`src/rtl/core/sadf_pkg.sv`:
```
// Shared types and constants for the packed insert/delete/find array.
// No dependencies; imported by every module of the block.
package sadf_pkg;

    localparam int DEPTH = 16;
    localparam int IDX_W = (DEPTH > 1) ? $clog2(DEPTH) : 1;
    localparam int CNT_W = $clog2(DEPTH + 1);
    localparam int POS_W = 5;
    localparam int CMP_W = (CNT_W > POS_W) ? CNT_W : POS_W;

    typedef logic signed [31:0] t_word;
    typedef logic [IDX_W-1:0]   t_idx;
    typedef logic [CNT_W-1:0]   t_cnt;

    typedef enum logic [1:0] {
        OP_INSERT = 2'd0,
        OP_DELETE = 2'd1,
        OP_FIND   = 2'd2
    } t_opcode;

    typedef enum logic [1:0] {
        ST_OK       = 2'd0,
        ST_FULL     = 2'd1,
        ST_BEYOND   = 2'd2,
        ST_NOTFOUND = 2'd3
    } t_status;

    typedef struct packed {
        logic  ins_ok;
        logic  del_ok;
        t_cnt  pos;
        t_cnt  count;
        t_word operand;
    } t_cell_ctrl;

    typedef struct packed {
        logic first;
        logic last;
    } t_hit;

endpackage

```
`src/rtl/core/sadf_cell.sv`:
```
// One slot of the packed array: holds a word, compares it, shifts with neighbors.
// Depends on sadf_pkg.
module sadf_cell (
    input  logic                i_clk,
    input  sadf_pkg::t_cell_ctrl i_ctrl,
    input  sadf_pkg::t_idx      i_index,
    input  sadf_pkg::t_word     i_lower,
    input  sadf_pkg::t_word     i_upper,
    input  logic                i_below,
    input  logic                i_above,
    output logic                o_below,
    output logic                o_above,
    output sadf_pkg::t_word     o_value,
    output sadf_pkg::t_hit      o_hit
);
    import sadf_pkg::*;

    t_word r_value;
    t_word n_value;
    t_cnt  w_idx;
    logic  w_valid;
    logic  w_match;

    always_comb begin
        w_idx   = CNT_W'(i_index);
        w_valid = (w_idx < i_ctrl.count);
        w_match = w_valid && (r_value == i_ctrl.operand);
        o_below = i_below | w_match;
        o_above = i_above | w_match;
        o_hit.first = w_match & ~i_below;
        o_hit.last  = w_match & ~i_above;
        o_value = r_value;
    end

    always_comb begin
        n_value = r_value;
        if (i_ctrl.ins_ok) begin
            if (w_idx == i_ctrl.pos) begin
                n_value = i_ctrl.operand;
            end else if ((w_idx > i_ctrl.pos) && (w_idx <= i_ctrl.count)) begin
                n_value = i_lower;
            end
        end else if (i_ctrl.del_ok && o_below) begin
            n_value = i_upper;
        end
    end

    always_ff @(posedge i_clk) begin
        r_value <= n_value;
    end

endmodule

```
`src/rtl/core/shift_array_insert_delete_find_top.sv`:
```
// Top level of the packed insert/delete/find array: control, count and result register.
// Depends on sadf_pkg and sadf_cell.
//
//  channel  | valid        | stall        | payload
//  ---------+--------------+--------------+-----------------------------------------
//  request  | i_in_valid   | o_in_stall   | i_opcode, i_position, i_operand_value
//  result   | o_out_valid  | i_out_stall  | o_new_length, o_found_position, o_status
//
// One request per cycle while o_in_stall is low; its result appears in the cycle after the transfer.
// The row of cells compares and shifts all entries in the transfer cycle.
// Synchronous active-low reset clears the count and the result valid; entries are not cleared.
// A result held by i_out_stall stalls the request side until it is taken.
module shift_array_insert_delete_find_top (
    input  logic                  i_clk,
    input  logic                  i_rst_n,
    input  logic                  i_in_valid,
    output logic                  o_in_stall,
    input  logic [1:0]            i_opcode,
    input  logic [4:0]            i_position,
    input  logic signed [31:0]    i_operand_value,
    output logic                  o_out_valid,
    input  logic                  i_out_stall,
    output logic [4:0]            o_new_length,
    output logic [3:0]            o_found_position,
    output logic [1:0]            o_status
);
    import sadf_pkg::*;

    t_cnt       r_count;
    t_cnt       n_count;
    logic       r_out_valid;
    logic [4:0] r_new_length;
    logic [3:0] r_found;
    t_status    r_status;

    logic       w_accept;
    t_opcode    w_op;
    logic       w_full;
    logic       w_beyond;
    logic       w_any;
    t_status    w_status;
    t_idx       w_idx;
    t_idx       w_first_idx;
    t_idx       w_last_idx;
    t_cell_ctrl w_ctrl;

    t_word w_value [DEPTH];
    t_hit  w_hit   [DEPTH];
    logic  w_below [DEPTH+1];
    logic  w_above [DEPTH+1];

    assign o_in_stall = r_out_valid & i_out_stall;

    always_comb begin
        w_accept = i_in_valid & ~o_in_stall;
        w_op     = t_opcode'(i_opcode);
        w_full   = (r_count == CNT_W'(DEPTH));
        w_beyond = (CMP_W'(i_position) > CMP_W'(r_count));
        w_any    = w_below[DEPTH];
    end

    always_comb begin
        w_first_idx = '0;
        w_last_idx  = '0;
        for (int k = 0; k < DEPTH; k++) begin
            if (w_hit[k].first) begin
                w_first_idx = w_first_idx | IDX_W'(k);
            end
            if (w_hit[k].last) begin
                w_last_idx = w_last_idx | IDX_W'(k);
            end
        end
    end

    always_comb begin
        w_ctrl.ins_ok  = 1'b0;
        w_ctrl.del_ok  = 1'b0;
        w_ctrl.pos     = CNT_W'(i_position);
        w_ctrl.count   = r_count;
        w_ctrl.operand = i_operand_value;
        w_status       = ST_OK;
        w_idx          = '0;
        unique case (w_op)
            OP_INSERT: begin
                if (w_full) begin
                    w_status = ST_FULL;
                end else if (w_beyond) begin
                    w_status = ST_BEYOND;
                end else begin
                    w_ctrl.ins_ok = w_accept;
                end
            end
            OP_DELETE: begin
                if (w_any) begin
                    w_ctrl.del_ok = w_accept;
                    w_idx         = w_first_idx;
                end else begin
                    w_status = ST_NOTFOUND;
                end
            end
            OP_FIND: begin
                if (w_any) begin
                    w_idx = w_last_idx;
                end else begin
                    w_status = ST_NOTFOUND;
                end
            end
            default: begin
                w_status = ST_OK;
            end
        endcase
    end

    always_comb begin
        n_count = r_count;
        if (w_ctrl.ins_ok) begin
            n_count = r_count + CNT_W'(1);
        end else if (w_ctrl.del_ok) begin
            n_count = r_count - CNT_W'(1);
        end
    end

    assign w_below[0]     = 1'b0;
    assign w_above[DEPTH] = 1'b0;

    for (genvar g = 0; g < DEPTH; g++) begin : g_cell
        t_word w_lower;
        t_word w_upper;

        if (g == 0) begin : g_first
            assign w_lower = i_operand_value;
        end else begin : g_mid_lo
            assign w_lower = w_value[g-1];
        end

        if (g == DEPTH - 1) begin : g_last
            assign w_upper = w_value[g];
        end else begin : g_mid_hi
            assign w_upper = w_value[g+1];
        end

        sadf_cell u_cell (
            .i_clk   (i_clk),
            .i_ctrl  (w_ctrl),
            .i_index (IDX_W'(g)),
            .i_lower (w_lower),
            .i_upper (w_upper),
            .i_below (w_below[g]),
            .i_above (w_above[g+1]),
            .o_below (w_below[g+1]),
            .o_above (w_above[g]),
            .o_value (w_value[g]),
            .o_hit   (w_hit[g])
        );
    end

    always_ff @(posedge i_clk) begin
        if (!i_rst_n) begin
            r_count     <= '0;
            r_out_valid <= 1'b0;
        end else begin
            if (w_accept) begin
                r_count <= n_count;
            end
            r_out_valid <= w_accept | (r_out_valid & i_out_stall);
        end
    end

    always_ff @(posedge i_clk) begin
        if (w_accept) begin
            r_new_length <= 5'(n_count);
            r_found      <= 4'(w_idx);
            r_status     <= w_status;
        end
    end

    assign o_out_valid      = r_out_valid;
    assign o_new_length     = r_new_length;
    assign o_found_position = r_found;
    assign o_status         = r_status;

endmodule

```
`config.mk`:
```
export PLATFORM = sky130hd
export DESIGN_NAME = shift_array_insert_delete_find_top
export DESIGN_NICKNAME = d
export VERILOG_FILES = /design/src/rtl/core/sadf_pkg.sv /design/src/rtl/core/sadf_cell.sv /design/src/rtl/core/shift_array_insert_delete_find_top.sv
export SDC_FILE = /design/constraint.sdc
export NUM_CORES = 2
export LEC_CHECK = 0
export ABC_AREA = 1
export BUFFER_PORTS_ARGS = -buffer_cell sky130_fd_sc_hd__clkbuf_2
export CORE_MARGIN = 3
export CORE_UTILIZATION = 55
export CTS_CLUSTER_DIAMETER = 100
export DETAILED_ROUTE_END_ITERATION = 10
export PLACE_DENSITY = 0.71
export SLEW_MARGIN = 30
export SYNTH_ARGS = -nofsm -noshare
export SYNTH_HDL_FRONTEND = slang
export SYNTH_HIERARCHICAL = 1
export SYNTH_SLANG_ARGS = --single-unit
```
`constraint.sdc`:
```
create_clock -name i_clk -period 7.21 [get_ports i_clk]
set_input_delay 1.442 -clock i_clk [delete_from_list [all_inputs] [get_ports i_clk]]
set_output_delay 1.442 -clock i_clk [all_outputs]
set_load 0.02 [all_outputs]
```
==> results of run 1 <==
-- stage by stage --
step	setup slack, ns	utilization
detailed placement	0.464	0.579
global placement	0.631	0.579
global route	0.684	0.605
CTS	1.11	0.605
floorplan	1.27	-
finish	1.01	0.605
-- worst max-delay path by stage --
| stage | startpoint | endpoint |
|---|---|---|
| floorplan | i_operand_value[19] | g_cell[14].u_cell/o_value[0]$_DFFE_PP_ |
| global placement | i_operand_value[29] | g_cell[4].u_cell/o_value[25]$_DFFE_PP_ |
| detailed placement | i_operand_value[24] | g_cell[4].u_cell/o_value[25]$_DFFE_PP_ |
| CTS | i_operand_value[24] | g_cell[4].u_cell/o_value[28]$_DFFE_PP_ |
| global route | i_operand_value[29] | g_cell[4].u_cell/o_value[27]$_DFFE_PP_ |
| finish | i_operand_value[24] | g_cell[4].u_cell/o_value[28]$_DFFE_PP_ |
-- flip-flops by register name, summed over array words and instances (netlist names) --
name / flops
o_status: 2
r_count: 5
g_cell.u_cell/o_value: 512
o_new_length: 5
o_found_position: 4
o_out_valid: 1
-- critical path: cells and delay by family --
| family | cells | cell delay [ns] |
|---|---|---|
| xor gates and xnor gates | 1 | 0.21 |
| buffers and inverters | 6 | 0.79 |
| and+or+nand+nor | 13 | 1.93 |
| AOI/OAI and AO/OA | 12 | 2.04 |
-- per-layer routing --
layer	part of all wire	track usage
met1	0.45	0.376
met2	0.46	0.459
met3	0.058	0.0256
met4	0.030	0.0814
met5	0	0
-- area by class of cell --
type | instances | area share
multi-input cells | 4249 | 0.479
clock buffers | 81 | 0.0370
flip-flops and latches | 529 | 0.365
repair buffers | 159 | 0.0261
well taps | 950 | 0.0274
clock inverters | 33 | 0.00554
inverters | 683 | 0.0593
-- power groups by stage --
stage	Combinational [W]	Sequential (W)	Clock, W
CTS	0.00114	0.00359	0.00300
detailed placement	0.00113	0.00366	0
global route	0.00130	0.00360	0.00312
floorplan	0.000762	0.00364	0
global placement	0.00110	0.00365	0
finish	0.00114	0.00359	0.00295
==> results.toml, run 1 <==
[run_status]
status = "finished, final reports clean"

[setup_path]
cp-end-kind = "flip-flop"
rr_endpoint = "g_cell[4].u_cell/o_value[28]$_DFFE_PP_"
worstSetupPathType = "in2reg"
worst_path_most_repeated_cell = "o21bai_2"
cp.arrival_ns = 6.49
reg2reg_from = "r_count[3]$_SDFFE_PN0P_"
cp-start-kind = "input pin"
rrSetupSlack_ns = 1.19
crit_slowest_cell = "nor2_8"
worstPathMaxFanout = 32
max_stage_delay_ns = 0.42
reg2regPathDepth = 32
required_ns = 7.49

[job]
maxCapViolations = 0

[sta]
fmax_mhz = 161
fin_crit_sh = 0.861
rsz0062_at_grt = "no"
period_minus_slack_ns = 6.20
finClkSkew_ns = 0.0210
finalHoldViolCount = 0
slew_headroom = 0.486
setup_tns_ns = 0
whs_ns = 0.645
slew_viol_final = 0
worst_slew_pin_slew_ns = 0.770
setup_viol = 0

[grt]
antenna_found_initial = 0
first_global_vias = 32600
grt_first_pass_wirelength_mm = 170
grt_max_degree = 84
gr-total-overflow = 0
grt_usage = 0.273

[pwr]
power_frac_comb = 0.149
p_int_w = 0.00554
p_leak_nw = 18.9
vdd_ir_drop_max_mv = 0.190
power.share.clock = 0.384
pwr-share-seq = 0.468
cellPowerDensity_nw_per_um2 = 177
p_total_w = 0.00768
switchingPower_w = 0.00214
switching_share = 0.279

[clocking]
postCtsHoldBufs = 0
h-tree-depth = 2
clock_sinks = 529
cts_tree = "done"
cts_buffers = 61
cts_buffer_depth = 3
cts-root-buf = "clkbuf_16"
cts_resized = 0
clk_latency_ns = 0.63
post_cts.repair.setup_buffers = 0
clkTransAtPathRegs_ns = 0.06

[cells_and_area]
final_cell_mix = "nand2_1, a21oi_1, nor2_1, inv_1, edfxtp_1"
area_growth_pct = 8.87
nNetsFinal = 5866
layout-drive-gt1-share = 0.0626
diodes = 0
layout_commonest_cell = "nand2_1"
fin_area_um2 = 43300
seq_area_um2 = 15800
n_fill_cell = 6596
final_cells = 6684
multi_input_area_um2 = 20800

[drt]
initialDrtViolationCount = 2871
dr.pass1.iters = 5
totalWireLength_mm = 104
wl_per_cell_um = 15.5
post-route-drc-count = 0
via_count = 35200
ant_nets = 0
via_per_inst = 5.26

[place]
routabilityCongestion = 0.905
port_buffers = 55
dp_hpwl_mm = 77.9
place_area_um2 = 41500
dp.cells = 6570

[logic_synthesis]
avgSynthCellArea_um2 = 7.16
ys_warn_count = 6
syn-cell-area_um2 = 39800
synth_cells = 5557

[floorplan]
num_io_pins = 56
core-area_um2 = 71600
rows = 98
dieWidth_um = 275
start_util = 0.556
fp.dieH_um = 275
floorplan.die_area_um2 = 75600

[worst_hold_path]
holdPathEnd = "g_cell[13].u_cell/o_value[21]$_DFFE_PP_"
worstHoldPathType = "reg2reg"
min_path_cells = 2
hold_start = "g_cell[14].u_cell/o_value[21]$_DFFE_PP_"
Note: power is estimated with default switching activity, not from simulation.
==> run 2, diff against run 1 <==
==> constraint.sdc (replaced) <==
create_clock -name i_clk -period 5.15 [get_ports i_clk]
set_input_delay 1.03 -clock i_clk [delete_from_list [all_inputs] [get_ports i_clk]]
set_output_delay 1.03 -clock i_clk [all_outputs]
set_load 0.02 [all_outputs]
==> results.toml, run 2 (synthesis results as in run 1) <==
[clocking]
clock_sinks = 529
cts_buffers = 60
clk_latency_ns = 0.64
cts_tree = "done"
h-tree-depth = 2
cts_buffer_depth = 3
postCtsHoldBufs = 0
clkTransAtPathRegs_ns = 0.06
cts-root-buf = "clkbuf_16"

[floorplan]
num_io_pins = 56
dieWidth_um = 275
rows = 98
floorplan.die_area_um2 = 75600
start_util = 0.556
core-area_um2 = 71600
fp.dieH_um = 275

[pwr]
p_leak_nw = 19.6
vdd_ir_drop_max_mv = 0.291
p_total_w = 0.0109
cellPowerDensity_nw_per_um2 = 245

[cells_and_area]
diodes = 0
area_growth_pct = 12.2
nNetsFinal = 5986
final_core_util = 0.624
layout-drive-gt1-share = 0.0853
largest_register_ffs = 512
final_cell_mix = "nand2_1, a21oi_1, nor2_1, inv_1, edfxtp_1"
layout_commonest_cell = "nand2_1"

[drt]
via_per_inst = 5.22
post-route-drc-count = 0
initialDrtViolationCount = 3193
dr.pass1.iters = 5
via_count = 35500
totalWireLength_mm = 106
wl_per_cell_um = 15.5
ant_nets = 0

[grt]
grt_util_met2 = 0.457
use_met3 = 0.0278
top_usage_layer = "met2"
grt_max_degree = 80
antenna_found_initial = 1
first_global_vias = 32700
grt_first_pass_wirelength_mm = 170
grt_usage = 0.273
grt_use_met1 = 0.381
gr-total-overflow = 0

[setup_path]
cp.arrival_ns = 5.28
worstSetupPathType = "in2reg"
crit_slowest_cell = "buf_2"
required_ns = 5.47
rr_endpoint = "g_cell[2].u_cell/o_value[22]$_DFFE_PP_"
endpoint = "g_cell[2].u_cell/o_value[22]$_DFFE_PP_"
reg2reg_from = "r_count[3]$_SDFFE_PN0P_"
rrSetupSlack_ns = 0.23
reg2regPathDepth = 34
max_stage_delay_ns = 0.30
startpoint = "i_operand_value[21]"
cp-start-kind = "input pin"
worst_path_most_repeated_cell = "o21bai_2"
cp-end-kind = "flip-flop"
worstPathMaxFanout = 30

[worst_hold_path]
worstHoldPathType = "reg2reg"
hold_start = "g_cell[13].u_cell/o_value[1]$_DFFE_PP_"

[place]
dpl_worst_slack_ns = -0.445
dp_hpwl_mm = 79.8
routabilityCongestion = 0.884
port_buffers = 55

[sta]
fmax_mhz = 202
slew_headroom = 0.379
finClkSkew_ns = 0.0224
slew_viol_final = 0
setup_viol = 0
whs_ns = 0.641
worst_slew_pin_slew_ns = 0.930
fin_crit_sh = 0.964
period_minus_slack_ns = 4.96
finalHoldViolCount = 0
setup_tns_ns = 0
layout_setup_ws_ns = 0.187

[run_status]
status = "finished, final reports clean"

[job]
maxCapViolations = 0
-- run 2: changes by cell type in the layout (fill, tap and decap cells not counted), sizes merged --
| cell | delta |
|---|---|
| clkbuf | -9 |
| clkinv | +8 |
| nor2 | +2 |
| clkinvlp | +1 |
| bufinv | +2 |
| inv | -2 |
| buf | +117 |
-- run 2: where the power goes --
group | switching (W) | leakage [nW] | total, W | internal, W
logic | 0.00110 | 13.9 | 0.00171 | 0.000615
clock network | 0.00181 | 0.922 | 0.00419 | 0.00238
registers | 0.000128 | 4.81 | 0.00503 | 0.00490
-- run 2: critical path: cells and delay by family --
family	cells	cell delay [ns]
AO/OA/AOI/OAI	12	1.78
XOR/XNOR	1	0.16
buffers and inverters	7	0.88
AND/OR/NAND/NOR	13	1.41
-- run 2: final cells by class --
cell class                      instances  area (um^2)
Fill cell                            6492        26900
Clock buffer                           70         1540
Timing Repair Buffer                  278         2280
Clock inverter                         42          349
Tap cell                              950         1190
Sequential cell                       529        15800
Multi-Input combinational cell       4251        20900
Inverter                              683         2570
-- run 2: worst min-delay path by stage --
stage	end	cells past startpoint
2_1_floorplan	g_cell[0].u_cell/o_value[0]$_DFFE_PP_	2
3_3_place_gp	g_cell[14].u_cell/o_value[7]$_DFFE_PP_	2
3_5_place_dp	g_cell[12].u_cell/o_value[1]$_DFFE_PP_	2
4_1_cts	g_cell[12].u_cell/o_value[1]$_DFFE_PP_	2
5_1_grt	o_out_valid$_SDFF_PN0_	3
6_report	g_cell[12].u_cell/o_value[1]$_DFFE_PP_	2
-- run 2: metal layers --
metal	up-vias	wire [um]
li1	18300	-
met1	16100	48300
met2	1012	48600
met3	124	6360
met4	2	2370
met5	-	12
-- run 2: per-stage QoR --
| stage | cell area, um^2 | instances |
|---|---|---|
| floorplan | 40300 | 5670 |
| global placement | 42500 | 6679 |
| detailed placement | 42500 | 6679 |
| CTS | 44300 | 6791 |
| global route | 44700 | 6803 |
| finish | 44700 | 6803 |
-- run 2: timing repair --
item	CTS	global route
setup endpoints to repair	0	526
buffers inserted	0	6
gates resized for setup	0	30
==> run 3, diff against run 2 <==
--- a/config.mk
+++ b/config.mk
@@ -12,6 +12,7 @@
 export CTS_CLUSTER_DIAMETER = 100
 export DETAILED_ROUTE_END_ITERATION = 10
 export PLACE_DENSITY = 0.71
+export REMOVE_ABC_BUFFERS = 1
 export SLEW_MARGIN = 30
 export SYNTH_ARGS = -nofsm -noshare
 export SYNTH_HDL_FRONTEND = slang
==> results.toml, run 3 (synthesis results as in run 1) <==
[run_status]
status = "finished, final reports clean"

[clocking]
cts_tree = "done"
clkTransAtPathRegs_ns = 0.06
h-tree-depth = 2
cts_buffers = 61
cts_buffer_depth = 3
clk_latency_ns = 0.66
clock_sinks = 529
cts-root-buf = "clkbuf_16"

[pwr]
vdd_ir_drop_max_mv = 0.301
p_leak_nw = 19.7
cellPowerDensity_nw_per_um2 = 250

[sta]
slew_headroom = 0.421
worst_slew_pin_slew_ns = 0.867
slew_viol_final = 0
setup_tns_ns = 0
setup_viol = 0
finClkSkew_ns = 0.0454
period_minus_slack_ns = 5.04
layout_setup_ws_ns = 0.115
fin_crit_sh = 0.978
finalHoldViolCount = 0
fmax_mhz = 199

[floorplan]
num_io_pins = 56
floorplan.die_area_um2 = 75600
core-area_um2 = 71600
dieWidth_um = 275
fp.dieH_um = 275
rows = 98
start_util = 0.556

[grt]
first_global_vias = 33500
grt_usage = 0.303
grt_first_pass_wirelength_mm = 183
gr-total-overflow = 0
antenna_found_initial = 3
grt_max_degree = 66

[setup_path]
cp.arrival_ns = 5.39
max_stage_delay_ns = 0.33
worst_path_most_repeated_cell = "o21bai_4"
cp-end-kind = "flip-flop"
worstPathMaxFanout = 8
worstSetupPathType = "in2reg"
crit_slowest_cell = "a21oi_4"
cp-start-kind = "input pin"
reg2regPathDepth = 36
rr_endpoint = "g_cell[5].u_cell/o_value[30]$_DFFE_PP_"
rrSetupSlack_ns = 0.14
reg2reg_from = "r_count[3]$_SDFFE_PN0P_"
required_ns = 5.50

[drt]
top_layer = "met4"
wl_met3_mm = 9.27
wl_met2_mm = 52.0
wl_per_cell_um = 17.1
wl_met1_mm = 51.5
dr.pass1.iters = 6
post-route-drc-count = 0
via_count = 36500
ant_nets = 0
initialDrtViolationCount = 3861
totalWireLength_mm = 117
via_per_inst = 5.36

[place]
dp_hpwl_mm = 86.1
dpl_worst_slack_ns = -0.536
port_buffers = 55
routabilityCongestion = 0.940

[cells_and_area]
largest_register_ffs = 512
layout-drive-gt1-share = 0.0873
final_core_util = 0.627
area_growth_pct = 12.8
diodes = 0
final_cell_mix = "nand2_1, a21oi_1, nor2_1, inv_1, edfxtp_1"
layout_commonest_cell = "nand2_1"
nNetsFinal = 5994

[worst_hold_path]
worstHoldPathType = "reg2reg"
hold_start = "g_cell[15].u_cell/o_value[14]$_DFFE_PP_"
holdPathEnd = "g_cell[14].u_cell/o_value[14]$_DFFE_PP_"
min_path_cells = 2

[job]
maxCapViolations = 0
## run 3: changes by cell type in the layout (fill, tap and decap cells not counted), moves of 3 or more
cell,delta
buf_12,+3
clkbuf_1,-3
buf_6,+6
bufinv_16,+3
nor2_2,+3
clkbuf_2,-6
clkbuf_4,+4
nor2_1,-4
## run 3: layout make-up
class                      instances  area (um^2)
clock buffer                      69         1580
clock inverter                    46          452
fill                            6438        26700
multi-input combinational       4251        20900
tap                              950         1190
sequential                       529        15800
timing repair buffer             285         2390
inverter                         683         2570
## run 3: metal layers
metal	vias to the layer above	track usage
met4	0	0.0949
met5	-	0
met3	185	0.0360
met1	16700	0.433
li1	18300	-
met2	1393	0.481
## run 3: power breakdown
group,total [W],internal (W),leakage (nW),switching [W]
combinational,0.00176,0.000619,13.9,0.00114
clock,0.00445,0.00259,0.981,0.00186
sequential,0.00503,0.00490,4.81,0.000132
## run 3: timing repair
action,4_1_cts,5_1_grt
resized for setup,0,43
endpoints found under the setup margin,0,523
buffers inserted,0,5
hold buffers,0,0
## run 3: critical path: cells and delay by family
family | cells | cell delay, ns
AOI/OAI and AO/OA | 12 | 1.95
xor gates and xnor gates | 1 | 0.16
buffers and inverters | 8 | 1.02
and+or+nand+nor | 13 | 1.21
## run 3: through the flow
stage	hold slack, ns	instances	area [um^2]	total power [W]
2_1_floorplan	0.605	5461	39100	0.00615
3_3_place_gp	0.618	6686	42600	0.00677
3_5_place_dp	0.630	6686	42600	0.00682
4_1_cts	0.627	6801	44600	0.0113
5_1_grt	0.672	6813	44900	0.0117
6_report	0.642	6813	44900	0.0112
## run 3: worst max path at each step
| stage | startpoint | to | slack (ns) | depth (start not counted) |
|---|---|---|---|---|
| after global placement | i_operand_value[13] | o_new_length[2]$_DFFE_PP_ | -0.46 | 38 |
| after global routing | r_count[3]$_SDFFE_PN0P_ | g_cell[5].u_cell/o_value[30]$_DFFE_PP_ | -0.02 | 36 |
| after CTS | r_count[3]$_SDFFE_PN0P_ | g_cell[3].u_cell/o_value[24]$_DFFE_PP_ | 0.06 | 33 |
| after detailed placement | i_operand_value[7] | g_cell[3].u_cell/o_value[8]$_DFFE_PP_ | -0.54 | 31 |
| final | i_operand_value[31] | g_cell[14].u_cell/o_value[29]$_DFFE_PP_ | 0.11 | 34 |
| after floorplan | r_count[4]$_SDFFE_PN0P_ | g_cell[14].u_cell/o_value[0]$_DFFE_PP_ | -4.70 | 10 |
